===== src/design/pal_pkg.sv =====
// Shared types, widths and codes of the positional array list.
// Depends on nothing; every other file of the block uses it.
package pal_pkg;

   localparam int CAPACITY = 16;

   // Fixed field widths of the item channels.
   localparam int OP_W     = 2;
   localparam int WORD_W   = 32;
   localparam int POS_W    = 5;
   localparam int STATUS_W = 2;
   localparam int ECOUNT_W = 5;

   // Widths that follow from the capacity.
   localparam int IDX_W = (CAPACITY > 1) ? $clog2(CAPACITY) : 1;
   localparam int CNT_W = $clog2(CAPACITY + 1);
   localparam int CMP_W = ((CNT_W > POS_W) ? CNT_W : POS_W) + 1;

   localparam logic [OP_W-1:0] OP_INSERT = 2'd0;
   localparam logic [OP_W-1:0] OP_DELETE = 2'd1;
   localparam logic [OP_W-1:0] OP_LIST   = 2'd2;

   typedef enum logic [STATUS_W-1:0] {
      ST_DONE   = 2'd0,
      ST_FULL   = 2'd1,
      ST_BADPOS = 2'd2,
      ST_ENTRY  = 2'd3
   } status_type;

   typedef enum logic [2:0] {
      S_IDLE,
      S_INS,
      S_DEL,
      S_LRD,
      S_LOUT,
      S_RESP
   } seq_state_type;

   typedef struct packed {
      logic                     wr_en;
      logic [IDX_W-1:0]         wr_addr;
      logic signed [WORD_W-1:0] wr_data;
      logic                     rd_en;
      logic [IDX_W-1:0]         rd_addr;
   } mem_req_type;

   typedef struct packed {
      logic                     valid;
      status_type               status;
      logic signed [WORD_W-1:0] entry;
      logic [ECOUNT_W-1:0]      entry_count;
      logic                     last;
   } result_type;

endpackage


===== src/design/pal_req_if.sv =====
// Request channel of the positional array list: handshake and item fields.
// Depends on pal_pkg for the field widths.
interface pal_req_if;
   logic                              valid;
   logic                              ready;
   logic [pal_pkg::OP_W-1:0]          operation;
   logic signed [pal_pkg::WORD_W-1:0] value;
   logic [pal_pkg::POS_W-1:0]         position;

   modport source (output valid, output operation, output value, output position,
                   input ready);
   modport sink   (input valid, input operation, input value, input position,
                   output ready);
endinterface


===== src/design/pal_rsp_if.sv =====
// Response channel of the positional array list: handshake and result fields.
// Depends on pal_pkg for the field widths.
interface pal_rsp_if;
   logic                              valid;
   logic                              ready;
   logic [pal_pkg::STATUS_W-1:0]      status;
   logic signed [pal_pkg::WORD_W-1:0] entry;
   logic [pal_pkg::ECOUNT_W-1:0]      entry_count;
   logic                              last;

   modport source (output valid, output status, output entry, output entry_count,
                   output last, input ready);
   modport sink   (input valid, input status, input entry, input entry_count,
                   input last, output ready);
endinterface


===== src/design/pal_store.sv =====
// Entry memory of the positional array list: one write and one read port,
// read data registered. Depends on pal_pkg.
module pal_store (
   input  logic                              clock,
   input  pal_pkg::mem_req_type              mem_req,
   output logic signed [pal_pkg::WORD_W-1:0] rd_data
);

   logic signed [pal_pkg::WORD_W-1:0] mem [pal_pkg::CAPACITY];
   logic signed [pal_pkg::WORD_W-1:0] rd_data_ff;

   always_ff @(posedge clock) begin
      if (mem_req.wr_en) begin
         mem[mem_req.wr_addr] <= mem_req.wr_data;
      end
      if (mem_req.rd_en) begin
         rd_data_ff <= mem[mem_req.rd_addr];
      end
   end

   assign rd_data = rd_data_ff;

endmodule


===== src/design/pal_seq.sv =====
// Sequencer of the positional array list: decodes items, keeps the count and
// walks the entry memory for shifts and listing. Depends on pal_pkg.
module pal_seq (
   input  logic                              clock,
   input  logic                              reset,
   input  logic                              req_valid,
   output logic                              req_ready,
   input  logic [pal_pkg::OP_W-1:0]          req_operation,
   input  logic signed [pal_pkg::WORD_W-1:0] req_value,
   input  logic [pal_pkg::POS_W-1:0]         req_position,
   output pal_pkg::mem_req_type              mem_req,
   input  logic signed [pal_pkg::WORD_W-1:0] rd_data,
   output pal_pkg::result_type               result,
   input  logic                              out_free
);

   pal_pkg::seq_state_type            state_ff, state_in;
   logic [pal_pkg::CNT_W-1:0]         count_ff, count_in;
   logic [pal_pkg::IDX_W-1:0]         ptr_ff, ptr_in;
   logic [pal_pkg::IDX_W-1:0]         end_ff, end_in;
   logic signed [pal_pkg::WORD_W-1:0] carry_ff, carry_in;
   logic                              issue_ff, issue_in;
   logic                              rd_valid_ff, rd_valid_in;
   logic [pal_pkg::IDX_W-1:0]         rd_addr_ff, rd_addr_in;
   pal_pkg::status_type               status_ff, status_in;

   logic [pal_pkg::CMP_W-1:0] pos_x;
   logic [pal_pkg::CMP_W-1:0] cnt_x;

   assign pos_x = pal_pkg::CMP_W'(req_position);
   assign cnt_x = pal_pkg::CMP_W'(count_ff);

   always_ff @(posedge clock) begin
      if (reset) begin
         state_ff    <= pal_pkg::S_IDLE;
         count_ff    <= '0;
         issue_ff    <= 1'b0;
         rd_valid_ff <= 1'b0;
      end else begin
         state_ff    <= state_in;
         count_ff    <= count_in;
         issue_ff    <= issue_in;
         rd_valid_ff <= rd_valid_in;
      end
      ptr_ff     <= ptr_in;
      end_ff     <= end_in;
      carry_ff   <= carry_in;
      rd_addr_ff <= rd_addr_in;
      status_ff  <= status_in;
   end

   always_comb begin
      state_in    = state_ff;
      count_in    = count_ff;
      ptr_in      = ptr_ff;
      end_in      = end_ff;
      carry_in    = carry_ff;
      issue_in    = issue_ff;
      rd_valid_in = 1'b0;
      rd_addr_in  = rd_addr_ff;
      status_in   = status_ff;
      req_ready   = 1'b0;

      mem_req = '0;

      result.valid       = 1'b0;
      result.status      = status_ff;
      result.entry       = '0;
      result.entry_count = pal_pkg::ECOUNT_W'(count_ff);
      result.last        = 1'b1;

      case (state_ff)
         pal_pkg::S_IDLE: begin
            req_ready = 1'b1;
            if (req_valid) begin
               state_in  = pal_pkg::S_RESP;
               status_in = pal_pkg::ST_BADPOS;
               case (req_operation)
                  pal_pkg::OP_INSERT: begin
                     if (count_ff == pal_pkg::CNT_W'(pal_pkg::CAPACITY)) begin
                        status_in = pal_pkg::ST_FULL;
                     end else if (pos_x != '0 &&
                                  pos_x <= cnt_x + pal_pkg::CMP_W'(1)) begin
                        // Walk up from the new position, each entry taking the
                        // one below it; the new word enters as the first carry.
                        ptr_in   = pal_pkg::IDX_W'(pos_x - pal_pkg::CMP_W'(1));
                        end_in   = pal_pkg::IDX_W'(count_ff);
                        carry_in = req_value;
                        issue_in = 1'b1;
                        state_in = pal_pkg::S_INS;
                     end
                  end
                  pal_pkg::OP_DELETE: begin
                     if (pos_x != '0 && pos_x <= cnt_x) begin
                        if (pos_x == cnt_x) begin
                           // Removing the tail moves nothing.
                           count_in  = count_ff - pal_pkg::CNT_W'(1);
                           status_in = pal_pkg::ST_DONE;
                        end else begin
                           ptr_in   = pal_pkg::IDX_W'(pos_x);
                           end_in   = pal_pkg::IDX_W'(count_ff - pal_pkg::CNT_W'(1));
                           issue_in = 1'b1;
                           state_in = pal_pkg::S_DEL;
                        end
                     end
                  end
                  pal_pkg::OP_LIST: begin
                     if (count_ff == '0) begin
                        status_in = pal_pkg::ST_DONE;
                     end else begin
                        ptr_in   = '0;
                        end_in   = pal_pkg::IDX_W'(count_ff - pal_pkg::CNT_W'(1));
                        state_in = pal_pkg::S_LRD;
                     end
                  end
                  default: begin
                     status_in = pal_pkg::ST_BADPOS;
                  end
               endcase
            end
         end

         pal_pkg::S_INS: begin
            mem_req.rd_en   = issue_ff;
            mem_req.rd_addr = ptr_ff;
            rd_valid_in     = issue_ff;
            rd_addr_in      = ptr_ff;
            if (issue_ff) begin
               ptr_in = ptr_ff + pal_pkg::IDX_W'(1);
               if (ptr_ff == end_ff) begin
                  issue_in = 1'b0;
               end
            end
            if (rd_valid_ff) begin
               mem_req.wr_en   = 1'b1;
               mem_req.wr_addr = rd_addr_ff;
               mem_req.wr_data = carry_ff;
               carry_in        = rd_data;
               if (rd_addr_ff == end_ff) begin
                  count_in  = count_ff + pal_pkg::CNT_W'(1);
                  status_in = pal_pkg::ST_DONE;
                  state_in  = pal_pkg::S_RESP;
               end
            end
         end

         pal_pkg::S_DEL: begin
            mem_req.rd_en   = issue_ff;
            mem_req.rd_addr = ptr_ff;
            rd_valid_in     = issue_ff;
            rd_addr_in      = ptr_ff;
            if (issue_ff) begin
               ptr_in = ptr_ff + pal_pkg::IDX_W'(1);
               if (ptr_ff == end_ff) begin
                  issue_in = 1'b0;
               end
            end
            if (rd_valid_ff) begin
               mem_req.wr_en   = 1'b1;
               mem_req.wr_addr = rd_addr_ff - pal_pkg::IDX_W'(1);
               mem_req.wr_data = rd_data;
               if (rd_addr_ff == end_ff) begin
                  count_in  = count_ff - pal_pkg::CNT_W'(1);
                  status_in = pal_pkg::ST_DONE;
                  state_in  = pal_pkg::S_RESP;
               end
            end
         end

         pal_pkg::S_LRD: begin
            mem_req.rd_en   = 1'b1;
            mem_req.rd_addr = ptr_ff;
            state_in        = pal_pkg::S_LOUT;
         end

         pal_pkg::S_LOUT: begin
            // The read data stays put until the next read, so a stalled
            // output simply holds this state.
            result.valid  = 1'b1;
            result.status = pal_pkg::ST_ENTRY;
            result.entry  = rd_data;
            result.last   = (ptr_ff == end_ff);
            if (out_free) begin
               if (ptr_ff == end_ff) begin
                  state_in = pal_pkg::S_IDLE;
               end else begin
                  ptr_in   = ptr_ff + pal_pkg::IDX_W'(1);
                  state_in = pal_pkg::S_LRD;
               end
            end
         end

         pal_pkg::S_RESP: begin
            result.valid = 1'b1;
            if (out_free) begin
               state_in = pal_pkg::S_IDLE;
            end
         end

         default: begin
            state_in = pal_pkg::S_IDLE;
         end
      endcase
   end

endmodule


===== src/design/pal_out.sv =====
// Output register of the positional array list: holds one result item until
// the consumer takes it. Depends on pal_pkg.
module pal_out (
   input  logic                              clock,
   input  logic                              reset,
   input  pal_pkg::result_type               result,
   output logic                              out_free,
   output logic                              rsp_valid,
   input  logic                              rsp_ready,
   output logic [pal_pkg::STATUS_W-1:0]      rsp_status,
   output logic signed [pal_pkg::WORD_W-1:0] rsp_entry,
   output logic [pal_pkg::ECOUNT_W-1:0]      rsp_entry_count,
   output logic                              rsp_last
);

   logic                              valid_ff;
   logic [pal_pkg::STATUS_W-1:0]      status_ff;
   logic signed [pal_pkg::WORD_W-1:0] entry_ff;
   logic [pal_pkg::ECOUNT_W-1:0]      count_ff;
   logic                              last_ff;

   assign out_free = !valid_ff || rsp_ready;

   always_ff @(posedge clock) begin
      if (reset) begin
         valid_ff <= 1'b0;
      end else if (out_free) begin
         valid_ff <= result.valid;
      end
      if (out_free && result.valid) begin
         status_ff <= result.status;
         entry_ff  <= result.entry;
         count_ff  <= result.entry_count;
         last_ff   <= result.last;
      end
   end

   assign rsp_valid       = valid_ff;
   assign rsp_status      = status_ff;
   assign rsp_entry       = entry_ff;
   assign rsp_entry_count = count_ff;
   assign rsp_last        = last_ff;

endmodule


===== src/design/positional_array_list.sv =====
// Top level of the positional array list.
// Depends on pal_pkg, pal_req_if, pal_rsp_if, pal_store, pal_seq and pal_out.

// A bounded ordered list of signed 32-bit words, addressed by 1-based
// position, held in a single synchronous memory of CAPACITY entries with one
// write and one read port and registered read data. An insert at position p
// (1..count+1) or a delete at position p (1..count) answers with one item of
// status done; a full list or a bad position answers at once and changes
// nothing, and so does the meaningless operation code. Each item is worked on
// alone: an insert or a delete shifts the list from position p on, walking
// the memory one entry per cycle through its single read port with the
// registered read ahead of the write; errors, deleting the tail and listing
// an empty list walk no memory. A list answers with one item per stored entry,
// status listed entry, the final one marked last, each entry taking a memory
// read and then a hand-off into the output register, which waits while that
// register is full. The output register lets the block finish an item and take
// the next one while a result still waits to be taken. The memory needs no
// clearing after reset: the one entry read at or above the count, the tail read
// of an insert, is dropped, and each entry below the count has been written.
module positional_array_list (
   input  logic      clock,
   input  logic      reset,
   pal_req_if.sink   req_ch,
   pal_rsp_if.source rsp_ch
);

   pal_pkg::mem_req_type              mem_req;
   logic signed [pal_pkg::WORD_W-1:0] rd_data;
   pal_pkg::result_type               result;
   logic                              out_free;

   // Entry storage.
   pal_store u_store (
      .clock   (clock),
      .mem_req (mem_req),
      .rd_data (rd_data)
   );

   // Item decode, count keeping and the memory walks for shift and list.
   pal_seq u_seq (
      .clock         (clock),
      .reset         (reset),
      .req_valid     (req_ch.valid),
      .req_ready     (req_ch.ready),
      .req_operation (req_ch.operation),
      .req_value     (req_ch.value),
      .req_position  (req_ch.position),
      .mem_req       (mem_req),
      .rd_data       (rd_data),
      .result        (result),
      .out_free      (out_free)
   );

   // Result register facing the consumer.
   pal_out u_out (
      .clock           (clock),
      .reset           (reset),
      .result          (result),
      .out_free        (out_free),
      .rsp_valid       (rsp_ch.valid),
      .rsp_ready       (rsp_ch.ready),
      .rsp_status      (rsp_ch.status),
      .rsp_entry       (rsp_ch.entry),
      .rsp_entry_count (rsp_ch.entry_count),
      .rsp_last        (rsp_ch.last)
   );

endmodule


===== src/flat_wrapper.sv =====
// flat-port wrapper written by rule: the top's interface ports become plain ports
module positional_array_list_flat 
  (clock, reset, req_ch_valid, req_ch_operation, req_ch_value, req_ch_position, req_ch_ready, rsp_ch_valid, rsp_ch_status, rsp_ch_entry, rsp_ch_entry_count, rsp_ch_last, rsp_ch_ready);
  pal_req_if req_ch_i ();
  pal_rsp_if rsp_ch_i ();
  input  logic clock;
  input  logic reset;
  input wire logic [$bits(req_ch_i.valid)-1:0] req_ch_valid;
  input wire logic [$bits(req_ch_i.operation)-1:0] req_ch_operation;
  input wire logic [$bits(req_ch_i.value)-1:0] req_ch_value;
  input wire logic [$bits(req_ch_i.position)-1:0] req_ch_position;
  output wire logic [$bits(req_ch_i.ready)-1:0] req_ch_ready;
  output wire logic [$bits(rsp_ch_i.valid)-1:0] rsp_ch_valid;
  output wire logic [$bits(rsp_ch_i.status)-1:0] rsp_ch_status;
  output wire logic [$bits(rsp_ch_i.entry)-1:0] rsp_ch_entry;
  output wire logic [$bits(rsp_ch_i.entry_count)-1:0] rsp_ch_entry_count;
  output wire logic [$bits(rsp_ch_i.last)-1:0] rsp_ch_last;
  input wire logic [$bits(rsp_ch_i.ready)-1:0] rsp_ch_ready;
  assign req_ch_i.valid = req_ch_valid;
  assign req_ch_i.operation = req_ch_operation;
  assign req_ch_i.value = req_ch_value;
  assign req_ch_i.position = req_ch_position;
  assign req_ch_ready = req_ch_i.ready;
  assign rsp_ch_valid = rsp_ch_i.valid;
  assign rsp_ch_status = rsp_ch_i.status;
  assign rsp_ch_entry = rsp_ch_i.entry;
  assign rsp_ch_entry_count = rsp_ch_i.entry_count;
  assign rsp_ch_last = rsp_ch_i.last;
  assign rsp_ch_i.ready = rsp_ch_ready;
  positional_array_list u_core (.clock(clock), .reset(reset), .req_ch(req_ch_i), .rsp_ch(rsp_ch_i));
endmodule

===== config.mk =====
export PLATFORM = sky130hd
export DESIGN_NAME = positional_array_list_flat
export DESIGN_NICKNAME = d
export VERILOG_FILES = /design/src/design/pal_pkg.sv /design/src/design/pal_req_if.sv /design/src/design/pal_rsp_if.sv /design/src/design/pal_store.sv /design/src/design/pal_seq.sv /design/src/design/pal_out.sv /design/src/design/positional_array_list.sv /design/src/flat_wrapper.sv
export SDC_FILE = /design/constraint.sdc
export NUM_CORES = 1
export LEC_CHECK = 0
export BUFFER_PORTS_ARGS = -buffer_cell sky130_fd_sc_hd__buf_2
export CAP_MARGIN = 20
export CORE_MARGIN = 2
export CORE_UTILIZATION = 30
export CTS_BUF_LIST = sky130_fd_sc_hd__clkbuf_8
export CTS_CLUSTER_SIZE = 16
export DETAILED_ROUTE_END_ITERATION = 7
export SLEW_MARGIN = 25
export SYNTH_ARGS = -nofsm -noshare
export SYNTH_HDL_FRONTEND = slang
export SYNTH_SLANG_ARGS = --single-unit

===== constraint.sdc =====
create_clock -name clock -period 7.05 [get_ports clock]
set_clock_uncertainty 0.05 [all_clocks]
set_input_delay 0.705 -clock clock [delete_from_list [all_inputs] [get_ports clock]]
set_output_delay 0.705 -clock clock [all_outputs]
set_load 0.01 [all_outputs]

# ---- Word level (Yosys, flattened, before mapping)
# Memories as Yosys holds them, arrays and structs flattened. A register that Yosys moved wholly into a read port is not among the register bits.
# Cells that the tools add are included.
dict set report totals {
  latch_bits 0
  mem_count 1
  romBits 0
  wordCells 159
  mem_bits_rw 512
  out_inout_bits 42
  ff_bits 97
}
# name depth word_bits rd rd_ports_with_merged_regs write_ports line
set mem_list {}
lappend mem_list {u_core.u_store.mem 16 32 1 1 1 pal_store.sv:9} ;# logic signed [pal_pkg::WORD_W-1:0] mem [pal_pkg::CAPACITY];
dict set report op_classes {
  bitwise_logic 1
  add_sub_neg 6
  n_mux 71
  shifts 0
  multipliers 0
  div_mod_pow 0
  n_eq_ne 40
  magnitude_cmp 2
  reduce_logical 24
}
# operator count
set op_table {}
lappend op_table {{32-bit two-way mux} 5}
lappend op_table {{37-bit two-way mux} 2}
lappend op_table {{37-bit one-hot mux with 2 select lines} 1}
lappend op_table {{32-bit one-hot mux with 2 select lines} 1}
lappend op_table {{4-bit two-way mux} 14}
lappend op_table {{5-bit two-way mux} 8}
lappend op_table {{4-bit one-hot mux with 3 select lines} 3}
lappend op_table {{2-bit != test (second input constant)} 17}
lappend op_table {{3-bit two-way mux} 10}
lappend op_table {{2-bit two-way mux} 8}
lappend op_table {{3-bit != test (second input constant)} 5}
lappend op_table {{3-bit one-hot mux with 5 select lines} 1}
lappend op_table {{5-bit one-hot mux with 3 select lines} 1}
lappend op_table {{1-bit two-way mux} 11}
lappend op_table {{11-bit AND reduction} 1}
lappend op_table {{2-bit by 1-bit != test with 1-bit output (second input constant)} 5}
lappend op_table {{5-bit one-hot mux with 2 select lines} 1}
lappend op_table {{3-bit one-hot mux with 3 select lines} 1}
lappend op_table {{9-bit AND reduction} 1}
lappend op_table {{3-bit nonzero test} 3}
lappend op_table {{4-bit equality test} 2}
lappend op_table {{8-bit AND reduction} 1}
lappend op_table {{4-bit by 1-bit subtractor with 4-bit output (second input constant)} 2}
lappend op_table {{7-bit AND reduction} 1}
lappend op_table {{31 further kinds} 39}

# ---- Logic depth before layout (Yosys ltp)
# Gate-level depths: netlist of the first run.
dict set report depth {
  word_depth 8
  mapped_depth 10
  mapped_depth_nobuf 10
}

# ---- By module
# Synthesis of the first run repeated with hierarchy kept, for this count alone.
dict set report hier_totals {
  cells_unflattened 1284
  area_unflattened_um2 25399.4
}
# mod area_each_um2 cells_per_inst seq_area_each_um2 instances
set modules_own_cells {}
lappend modules_own_cells {pal_store 20155.6 838 16335.7 1}
lappend modules_own_cells {pal_seq 3987.6 401 1581.5 1}
lappend modules_own_cells {pal_out 1256.2 45 1221.2 1}

# ---- Worst setup path before layout of the first run
# No wires, ideal clock.
dict set report synth_timing {
  path_type {register -> register}
  start {reg u_core.u_seq.count_ff[0] in the netlist's numbering}
  end {reg u_core.u_seq.carry_ff[0] in the netlist's numbering, enable pin}
  n_path_buf 0
  synth_period_minus_slack_ns 3.668
  arrival_ns 3.197
  stages_incl_launch_ff 11
  setup_slack_ns 3.382
  cell_sequence {dfxtp_1 ha_1 nand3_1 xnor2_1 ha_1 nand3_1 o21bai_1 a31oi_1 nor3_1 a21oi_1 nor2_1}
}
dict set report synth_between {
  elab_chain_cells 5
  word_cells_on_any_way 7
  classes_between {add/sub (1); order compare (1); eq/ne (3); reduce/logical (2)}
}
# item line
set synth_rtl {}
lappend synth_rtl {{start: declaration} pal_seq.sv:18} ;# logic [pal_pkg::CNT_W-1:0] count_ff, count_in;
lappend synth_rtl {{start signal: assignment} pal_seq.sv:41} ;# count_ff <= count_in;
lappend synth_rtl {{5-bit by 1-bit adder with 6-bit output} pal_seq.sv:83} ;# pos_x <= cnt_x + pal_pkg::CMP_W'(1)) begin
lappend synth_rtl {{5-bit by 6-bit <= comparator with 1-bit output} pal_seq.sv:83}
lappend synth_rtl {{1-bit logical AND} pal_seq.sv:82} ;# end else if (pos_x != '0 &&
lappend synth_rtl {{2-bit != test (no line)} n/a}
lappend synth_rtl {{6-bit AND reduction (no line) *} n/a}
lappend synth_rtl {{end signal: assignment} pal_seq.sv:47} ;# carry_ff <= carry_in;
lappend synth_rtl {{end: declaration} pal_seq.sv:21} ;# logic signed [pal_pkg::WORD_W-1:0] carry_ff, carry_in;
# Every way passes the cells marked *; elsewhere a longest branch is shown, timed or not.
# A chain may end at the register's enable or synchronous reset.

# ---- Worst setup path in the final report of the first run
dict set report layout_timing {
  start {reg u_core.u_seq.state_ff[2]}
  end {reg u_core.u_store.rd_data_ff, in the netlist u_core.u_store.rd_data[8] (read register of u_core.u_store.mem) (data pin)}
}
dict set report layout_between {
  elab_chain_cells 3
  word_cells_on_any_way 5
  classes_between {eq/ne (3); mux (1); reduce/logical (1)}
}
# item line
set layout_rtl {}
lappend layout_rtl {{start: declaration} pal_seq.sv:17} ;# pal_pkg::seq_state_type state_ff, state_in;
lappend layout_rtl {{start signal: assignment} pal_seq.sv:35} ;# state_ff <= pal_pkg::S_IDLE;
lappend layout_rtl {{start signal: assignment} pal_seq.sv:40} ;# state_ff <= state_in;
lappend layout_rtl {{3-bit by 2-bit equality test with 1-bit output or 3-bit by 1-bit equality test with 1-bit output (tied branches)} pal_seq.sv:72} ;# case (state_ff)
lappend layout_rtl {{2-bit OR reduction (no line)} n/a}
lappend layout_rtl {{5-bit one-hot mux with 2 select lines *} pal_seq.sv:72}
lappend layout_rtl {{end: declaration} pal_store.sv:10} ;# logic signed [pal_pkg::WORD_W-1:0] rd_data_ff;
# Marks and branches as above.

==> qor.yml, run 1 <==
outcome: "complete, no violations"
crit_end: "u_core.u_store.rd_data[8]"
p_int_mw: 6.851
std_cell_rows: 107
h-tree-depth: 3
postPlaceCellArea_mm2: 0.02777
finalNetCount: 1920
synth_seq_cells: 641
swShare_pct: 34.93
path_clk_slew_ps: 60
via_count: 15740
grt_pass1_wl_um: 100400
min_period_over_period_pct: 56.35
ys_seq_area_share_pct: 73.75
rr_endpoint: "u_core.u_store.rd_data[8]"
syn_area_per_cell_um2: 14.81
fin_ws_ps: 3077
numCtsBuffers: 98
p_leak_nw: 9.455
vias_per_cell: 5.117
hold_violations: 0
seq_power_share_pct: 44.5
yosys_warnings: 0
drc_errors: 0
syn_to_final_growth_pct: 13.93
rr_worst_depth: 7
overflow: 0
drt_pass1_iterations: 5
syn-num-nets: 1815
ys.flop_type: "edfxtp_1"
track_usage_pct: 14.94
design_area_mm2: 0.02957
fillers: 8274
coreArea_mm2: 0.08541
clock_sinks: 641
worstMarginPinSlew_ps: 958.1
synth.cell_area_mm2: 0.02595
async_reset_ff_share_pct: 0
power_density_mw_per_mm2: 356.1
crit_path_max_fanout: 48
clk_latency_ps: 710
peakVddDrop_uv: 243.7
tritoncts: "yes"
ios: 85
pwr-share-comb_pct: 28.5
crit_type: "reg2reg"
p_total_mw: 10.53
grt_pass1_vias: 15920
period_needed_ps: 3973
dp_slack_ps: 2630
r2r_slack_ps: 3080
die_y_um: 298.1
layout-drive-gt1-share_pct: 18.56
relSlewSlack_pct: 36.13
multiInputGateArea_mm2: 0.006270
p_clk_share_pct: 27.0
final_common_cell: "edfxtp_1"
slew_violations: 0
net-switching-power_mw: 3.678
postCtsSetupBuffers: 0
min-delay-start: "req_ch_value[18]"
fin_tns_setup_ps: 0
crit_arrival_ps: 4320
fmax_ghz: 0.2517
reg2reg_from: "u_core.u_seq.state_ff[2]"
initial_core_util_pct: 30.38
setup.worst_path.start: "u_core.u_seq.state_ff[2]"
synthCells: 1752
cts_buffer_depth: 3
hold_buffers: 0
wl_per_cell_um: 22.08
ctsResizeCount: 0
grt_antenna_before_repair: 6
ant_nets: 0
holdWs_ps: 251.3
wl_um: 67910
end_kind: "flip-flop"
rsz0062_at_grt: "no"
fp.dieW_um: 298.1
layout_common_cells: "630 x edfxtp_1, 219 x nand2_1, 99 x clkbuf_8"
seqCellArea_mm2: 0.01914
cap_violations: 0
grt_max_degree: 98
root_buffer: "clkbuf_8"
hp-class: "in2reg"
drt-initial-drc-count: 1322
portBuffers: 84
dpl.hpwl_um: 35980
dieArea_mm2: 0.08887
synth-edff-count: 630
crit_path_start_kind: "flip-flop"
cp.required_ps: 7400
setup_viol: 0
gp_congestion: 0.7843
synth_cell_types: 63
==> how the worst min path moves through the flow <==
stage,end,slack (ps),depth (start not counted)
floorplan,u_core.u_out.rsp_entry_count[2],350,0
global placement,u_core.u_out.rsp_status[1],440,1
detailed placement,u_core.u_out.rsp_status[1],440,1
CTS,u_core.u_seq.carry_ff[18],200,2
global route,u_core.u_seq.carry_ff[19],220,2
finish,u_core.u_seq.carry_ff[18],250,2
==> layer usage <==
layer / global-route usage, % / wire [um] / part of all wire [%] / vias to the layer above
met3: 3.362 / 5369 / 7.9 / 109
li1: - / - / - / 7055
met2: 25.86 / 33640 / 50 / 604
met4: 4.810 / 1404 / 2.1 / 8
met1: 18.44 / 27450 / 40 / 7959
met5: 0 / 45 / 0.066 / -
==> sequential cells by signal, indices dropped and copies added, names as in the netlist, 2 cells and up <==
name,flops
u_core.u_out.rsp_entry,32
u_core.u_out.rsp_entry_count,5
u_core.u_out.rsp_status,2
u_core.u_seq.carry_ff,32
u_core.u_seq.count_ff,5
u_core.u_seq.end_ff,4
u_core.u_seq.ptr_ff,4
u_core.u_seq.rd_addr_ff,4
u_core.u_seq.state_ff,3
u_core.u_seq.status_ff,2
u_core.u_store.mem,512
u_core.u_store.rd_data,32
==> cell usage after synthesis (all sizes together) (3+ instances only) <==
cell	number	share of area, %
edfxtp	630	73
nand2	223	3.2
o221ai	96	3.2
a21oi	82	1.6
nand3	73	1.4
clkbuf	72	1.0
inv	53	0.77
buf	47	1.0
nor2	46	0.69
o21ai	44	0.86
a22o	35	1.2
mux2	35	1.5
mux2i	34	1.3
o2111ai	34	1.1
a311oi	33	1.1
and3	33	0.80
or2	33	0.80
a211oi	32	0.93
ha	20	0.96
nor3	18	0.43
xnor2	15	0.51
dfxtp	11	0.85
nand2b	7	0.18
nor2b	5	0.12
xor2	5	0.17
o22ai	4	0.096
a31oi	3	0.19
and2	3	0.072
==> area by class of cell <==
type                    count  share of cell area [%]
flip-flops and latches    641                   64.74
repair buffers            124                   2.450
diodes                      2                 0.01693
well taps                1144                   4.841
clock inverters            73                   1.413
inverters                  54                  0.7279
clock buffers              99                   4.609
multi-input cells         938                   21.21
==> critical path, cell delays in order (launching register included) <==
cell and delay [ps]:
dfxtp_2 300, buf_4 320, o21ba_2 750, and2_4 660
nand2_2 580, buf_4 500, o221ai_1 270, o221ai_1 160
==> logic make-up after synthesis <==
logic type / count (synthesis) / synth area share (%)
simple gates: 450 / 7.975
buf+inv: 173 / 2.893
flops: 641 / 73.75
xor+xnor: 20 / 0.6750
fa+ha+maj: 20 / 0.9643
mux: 69 / 2.845
compound gates: 379 / 10.90
==> power groups by stage <==
stage          Clock [mW]  Sequential [mW]  Combinational, mW
2_1_floorplan           0             4.73               2.02
3_3_place_gp            0             4.76               2.93
3_5_place_dp            0             4.77               2.99
4_1_cts              2.91             4.69               3.00
5_1_grt              3.07             4.71               3.25
6_report             2.84             4.69               3.00
==> through the flow <==
step	util, %	instances
final	34.61	3075
after global routing	34.61	3074
after CTS	34.60	3073
after detailed placement	32.51	2901
after global placement	32.51	2901
after floorplan	-	1752
(Power assumes the default switching activity.)
==> run 2: changes to the inputs <==
- clock period: 7.05 -> 3.4 ns (I/O delays scaled with it)
==> run 2 against run 1 <==
Compared with the run above:
- sequential share of layout area down 1.2 points
- first-iteration DRC count down 2.3%
- fmax is 25% higher
- largest power group unchanged
==> qor.yml, run 2 (same netlist as run 1, synthesis figures left out) <==
top_register: "u_core.u_store.mem"  # unchanged
finalNetCount: 1976  # was 1920
fin_tns_setup_ps: 0  # unchanged
fmax_ghz: 0.3141  # was 0.2517 GHz
die_y_um: 298.1  # unchanged
min_period_over_period_pct: 93.63  # was 56.35%
min-delay-start: "req_ch_valid"  # was req_ch_value[18]
net-switching-power_mw: 7.702  # was 3.678 mW
gp_congestion: 0.8498  # was 0.7843
setup_viol: 0  # unchanged
h-tree-depth: 3  # unchanged
relSlewSlack_pct: 45.13  # was 36.13%
layout-drive-gt1-share_pct: 19.02  # was 18.56%
end_kind: "flip-flop"  # unchanged
portBuffers: 84  # unchanged
ios: 85  # unchanged
wl_um: 68910  # was 67910 um
std_cell_rows: 107  # unchanged
drc_errors: 0  # unchanged
cp.required_ps: 3710  # was 7400 ps
wl_per_cell_um: 22.00  # was 22.08 um
numCtsBuffers: 97  # was 98
hold_violations: 0  # unchanged
p_leak_nw: 9.741  # was 9.455 nW
grt_max_degree: 98  # unchanged
p_total_mw: 21.99  # was 10.53 mW
pwr-share-comb_pct: 29.6  # was 28.5%
period_needed_ps: 3183  # was 3973 ps
overflow: 0  # unchanged
grt_antenna_before_repair: 4  # was 6
hp-class: "in2reg"  # unchanged
coreArea_mm2: 0.08541  # unchanged
dieArea_mm2: 0.08887  # unchanged
crit_arrival_ps: 3490  # was 4320 ps
swShare_pct: 35.03  # was 34.93%
crit_path_start_kind: "flip-flop"  # unchanged
min_to: "u_core.u_seq.end_ff[3]"  # was u_core.u_seq.carry_ff[18]
postCtsSetupBuffers: 0  # unchanged
final_core_util_pct: 35.29  # was 34.61%
layout_common_cells: "630 x edfxtp_1, 219 x nand2_1, 102 x clkbuf_8"  # was 630 x edfxtp_1, 219 x nand2_1, 99 x clkbuf_8
grt_pass1_wl_um: 102300  # was 100400 um
drt_pass1_iterations: 8  # was 5
syn_to_final_growth_pct: 16.15  # was 13.93%
p_int_mw: 14.29  # was 6.851 mW
cp_slowest_cell: "dfxtp_1"  # was o21ba_2
fillers: 8258  # was 8274
largest_reg_flops: 512  # unchanged
r2r_slack_ps: 220  # was 3080 ps
peakVddDrop_uv: 422.6  # was 243.7 uV
tritoncts: "yes"  # unchanged
initial_core_util_pct: 30.38  # unchanged
reg2reg_from: "u_core.u_seq.count_ff[0]"  # was u_core.u_seq.state_ff[2]
worstMarginPinSlew_ps: 811.7  # was 958.1 ps
crit_type: "reg2reg"  # unchanged
drt-initial-drc-count: 1292  # was 1322
path_delay_family: "simple AND/OR/NAND/NOR gates"  # unchanged
grt_pass1_vias: 16490  # was 15920
rsz0062_at_grt: "no"  # unchanged
crit_path_max_fanout: 19  # was 48
cap_violations: 0  # unchanged
cts_buffer_depth: 3  # unchanged
p_clk_share_pct: 25.9  # was 27.0%
outcome: "complete, no violations"  # unchanged
fp.dieW_um: 298.1  # unchanged
holdWs_ps: 53.95  # was 251.3 ps
clock_sinks: 641  # unchanged
seq_power_share_pct: 44.4  # was 44.5%
clk_latency_ps: 700  # was 710 ps
critPathMaxStageDelay_ps: 510  # was 750 ps
power_density_mw_per_mm2: 729.5  # was 356.1 mW/mm^2
slew_violations: 0  # unchanged
vias_per_cell: 5.119  # was 5.117
crit_buf_inv: 1  # was 2
rr_worst_depth: 11  # was 7
worstPathCellList: "ha_1 > nand3_1 > xnor2_1 > ha_1 > nand3_1 > o21bai_1 > a31oi_1 > nor3_1 > a21oi_1 > nor2_4 > buf_4"  # was buf_4 > o21ba_2 > and2_4 > nand2_2 > buf_4 > o221ai_1 > o221ai_1
dpl.hpwl_um: 39610  # was 35980 um
root_buffer: "clkbuf_8"  # unchanged
min_path_cells: 3  # was 2
final_common_cell: "edfxtp_1"  # unchanged
via_count: 16040  # was 15740
track_usage_pct: 15.19  # was 14.94%
rr_endpoint: "u_core.u_seq.carry_ff[7]"  # was u_core.u_store.rd_data[8]
ant_nets: 0  # unchanged
path_clk_slew_ps: 70  # was 60 ps
[run 2: area by class of cell]
cell class                 count  area (um^2)  share of cell area [%]
inverter                      54        215.2                  0.7140
tap                         1144         1431                   4.749
timing repair buffer         181         1371                   4.550
clock inverter                71        312.8                   1.038
multi-input combinational    938         6262                   20.78
antenna                        2        5.005                 0.01660
clock buffer                 102         1404                   4.658
sequential                   641        19140                   63.50
[run 2: per-layer routing]
layer  wire length (um)  track usage [%]  up-vias
li1                   -                -     7167
met1              28610            19.28     8098
met2              33790            25.86      651
met3               4769            2.844      116
met4               1712            5.408        6
met5                 34                0        -
[run 2: power groups by stage]
| stage | combinational [mW] | sequential [mW] | clock, mW |
|---|---|---|---|
| finish | 6.52 | 9.77 | 5.70 |
| global route | 7.03 | 9.82 | 6.15 |
| CTS | 6.52 | 9.77 | 5.83 |
| detailed placement | 6.47 | 9.93 | 0 |
| global placement | 6.36 | 9.92 | 0 |
| floorplan | 4.20 | 9.81 | 0 |
[run 2: worst max-delay path by stage]
stage                             start                        end  slack, ps  cells after the start
4_1_cts        u_core.u_seq.count_ff[0]  u_core.u_seq.carry_ff[13]        270                     11
3_3_place_gp   u_core.u_seq.count_ff[0]  u_core.u_seq.carry_ff[15]        420                     11
6_report       u_core.u_seq.count_ff[0]   u_core.u_seq.carry_ff[7]        220                     11
3_5_place_dp   u_core.u_seq.count_ff[0]  u_core.u_seq.carry_ff[15]        280                     11
5_1_grt        u_core.u_seq.count_ff[0]   u_core.u_seq.carry_ff[7]         50                     11
2_1_floorplan  u_core.u_seq.count_ff[0]   u_core.u_seq.carry_ff[0]        250                     10
[run 2: metrics by stage]
step	worst slack (ps)	area, um^2	cells
floorplan	253.4	25950	1752
global placement	419.7	28080	2924
detailed placement	283.5	28080	2924
CTS	268.9	30140	3131
global route	48.30	30140	3133
finish	216.6	30140	3133
[run 2: worst min-delay path, stage by stage]
cell	delay, ps
buf_2	140
inv_1	60
nor2_1	80
[run 2: repair_timing]
| action | CTS | global route |
|---|---|---|
| hold endpoints to repair | 40 | 0 |
| gates resized for setup | 0 | 0 |
| hold buffers | 34 | 0 |
==> run 3: changes to the inputs <==
- CORE_ASPECT_RATIO: default -> 0.5
==> run 3 against run 2 <==
Compared with the run above:
- sequential cell count unchanged
- final cell count increased by 1.2%
- via count about the same
- critical path type unchanged
- register-to-register slack improved by 200 ps
- total power increased by 1.8%
- count of clock-buffer cells in the layout increased by 2
- routed wire length decreased by 2.4%
- combinational power increased by 2%
- design area increased by 0.79%
- fmax increased by 6.6%
==> qor.yml, run 3 (same netlist as run 1, synthesis figures left out) <==
via_count: 16050  # was 16040
layout_common_cells: "630 x edfxtp_1, 219 x nand2_1, 104 x clkbuf_8"  # was 630 x edfxtp_1, 219 x nand2_1, 102 x clkbuf_8
crit_type: "reg2reg"  # unchanged
p_total_mw: 22.39  # was 21.99 mW
clock_sinks: 641  # unchanged
min-delay-start: "req_ch_valid"  # unchanged
grt_pass1_wl_um: 100900  # was 102300 um
portBuffers: 84  # unchanged
design_area_mm2: 0.03038  # was 0.03014 mm^2
drt-initial-drc-count: 1488  # was 1292
grt_pass1_vias: 15800  # was 16490
drc_errors: 0  # unchanged
cts_buffer_depth: 3  # unchanged
min_to: "u_core.u_seq.end_ff[1]"  # was u_core.u_seq.end_ff[3]
dp_cells: 2957  # was 2924
largest_reg_flops: 512  # unchanged
rr_endpoint: "u_core.u_seq.carry_ff[16]"  # was u_core.u_seq.carry_ff[7]
fp.dieW_um: 419.9  # was 298.1 um
tritoncts: "yes"  # unchanged
ant_nets: 0  # unchanged
overflow: 0  # unchanged
period_needed_ps: 2986  # was 3183 ps
outcome: "complete, no violations"  # unchanged
fin_ws_ps: 414.4  # was 216.6 ps
wl_um: 67250  # was 68910 um
die_y_um: 212.0  # was 298.1 um
r2r_slack_ps: 410  # was 220 ps
holdWs_ps: 79.35  # was 53.95 ps
min_path_cells: 3  # unchanged
final_core_util_pct: 35.38  # was 35.29%
crit_path_start_kind: "flip-flop"  # unchanged
worstMarginPinSlew_ps: 817.5  # was 811.7 ps
vias_per_cell: 5.062  # was 5.119
power_density_mw_per_mm2: 737.0  # was 729.5 mW/mm^2
fillers: 8210  # was 8258
dieArea_mm2: 0.08901  # was 0.08887 mm^2
initial_core_util_pct: 30.22  # was 30.38%
min_period_over_period_pct: 87.81  # was 93.63%
end_kind: "flip-flop"  # unchanged
finalNetCount: 1986  # was 1976
layout-drive-gt1-share_pct: 19.12  # was 19.02%
dp_slack_ps: 454.9  # was 283.5 ps
grt_max_degree: 48  # was 98
final_common_cell: "edfxtp_1"  # unchanged
hold_violations: 0  # unchanged
fin_tns_setup_ps: 0  # unchanged
track_usage_pct: 15.00  # was 15.19%
syn_to_final_growth_pct: 17.07  # was 16.15%
rr_worst_depth: 11  # unchanged
root_buffer: "clkbuf_8"  # unchanged
crit_path_max_fanout: 21  # was 19
p_leak_nw: 9.823  # was 9.741 nW
grt_antenna_before_repair: 2  # was 4
relSlewSlack_pct: 45.13  # about the same
numCtsBuffers: 100  # was 97
hp-class: "in2reg"  # unchanged
slew_violations: 0  # unchanged
std_cell_rows: 76  # was 107
h-tree-depth: 3  # unchanged
coreArea_mm2: 0.08587  # was 0.08541 mm^2
postPlaceCellArea_mm2: 0.02822  # was 0.02808 mm^2
rsz0062_at_grt: "no"  # unchanged
path_clk_slew_ps: 60  # was 70 ps
gp_congestion: 0.8103  # was 0.8498
crit_arrival_ps: 3320  # was 3490 ps
cp.required_ps: 3740  # was 3710 ps
reg2reg_from: "u_core.u_seq.count_ff[0]"  # unchanged
top_register: "u_core.u_store.mem"  # unchanged
stdcell_count: 3170  # was 3133
drt_pass1_iterations: 5  # was 8
clk_latency_ps: 690  # was 700 ps
dpl.hpwl_um: 39630  # was 39610 um
postCtsSetupBuffers: 0  # unchanged
fmax_ghz: 0.3349  # was 0.3141 GHz
peakVddDrop_uv: 386.9  # was 422.6 uV
setup.worst_path.start: "u_core.u_seq.count_ff[0]"  # unchanged
ios: 85  # unchanged
setup_viol: 0  # unchanged
wl_per_cell_um: 21.21  # was 22.00 um
cap_violations: 0  # unchanged
==> run 3: changes by cell type in the layout (fill, tap and decap cells not counted), sizes merged <==
cell / delta
buf: +7
clkinv: +5
inv: -4
bufinv: +3
clkbuf: +2
clkinvlp: -2
==> run 3: worst max path at each step <==
| stage | endpoint | slack, ps | cells past startpoint |
|---|---|---|---|
| floorplan | u_core.u_seq.carry_ff[0] | 250 | 10 |
| global placement | u_core.u_seq.carry_ff[17] | 510 | 11 |
| detailed placement | u_core.u_seq.ptr_ff[3] | 450 | 11 |
| CTS | u_core.u_seq.ptr_ff[2] | 420 | 11 |
| global route | u_core.u_seq.ptr_ff[2] | 160 | 11 |
| finish | u_core.u_seq.carry_ff[16] | 410 | 11 |
==> run 3: power by group <==
| group | leakage, nW | internal [mW] | switching [mW] | total (mW) |
|---|---|---|---|---|
| logic | 3.69 | 2.19 | 4.43 | 6.62 |
| registers | 5.09 | 9.39 | 0.369 | 9.76 |
| clock network | 1.04 | 3.05 | 2.96 | 6.01 |
| total | 9.82 | 14.6 | 7.76 | 22.4 |
==> run 3: metal layers <==
layer / GRT usage (%) / vias up / wire length (um) / share of wire (%)
li1: - / 7203 / - / -
met5: 0 / - / 0 / 0
met4: 4.552 / 0 / 1394 / 2.1
met2: 24.29 / 526 / 31530 / 47
met3: 2.270 / 98 / 3971 / 5.9
met1: 20.80 / 8219 / 30350 / 45
==> run 3: what timing repair did <==
item	CTS	global route
resized for setup	0	0
hold endpoints to repair	38	0
hold buffers	34	0
==> run 3: cell type report <==
type	count	area (um^2)	area share (%)
timing repair buffer	188	1461	4.810
multi-input combinational	938	6280	20.67
clock buffer	104	1431	4.711
inverter	54	216.5	0.7125
antenna	2	5.005	0.01647
tap	1170	1464	4.819
sequential	641	19140	63.00
clock inverter	73	382.9	1.260
==> run 3: critical path, cell delays in order (launching register included) <==
cell      delay (ps)
dfxtp_1          500
ha_1             270
nand3_1          110
xnor2_1          230
ha_1             300
nand3_1          120
o21bai_1         110
a31oi_1          130
nor3_1           270
a21oi_1          160
nor2_4           170
buf_12           220
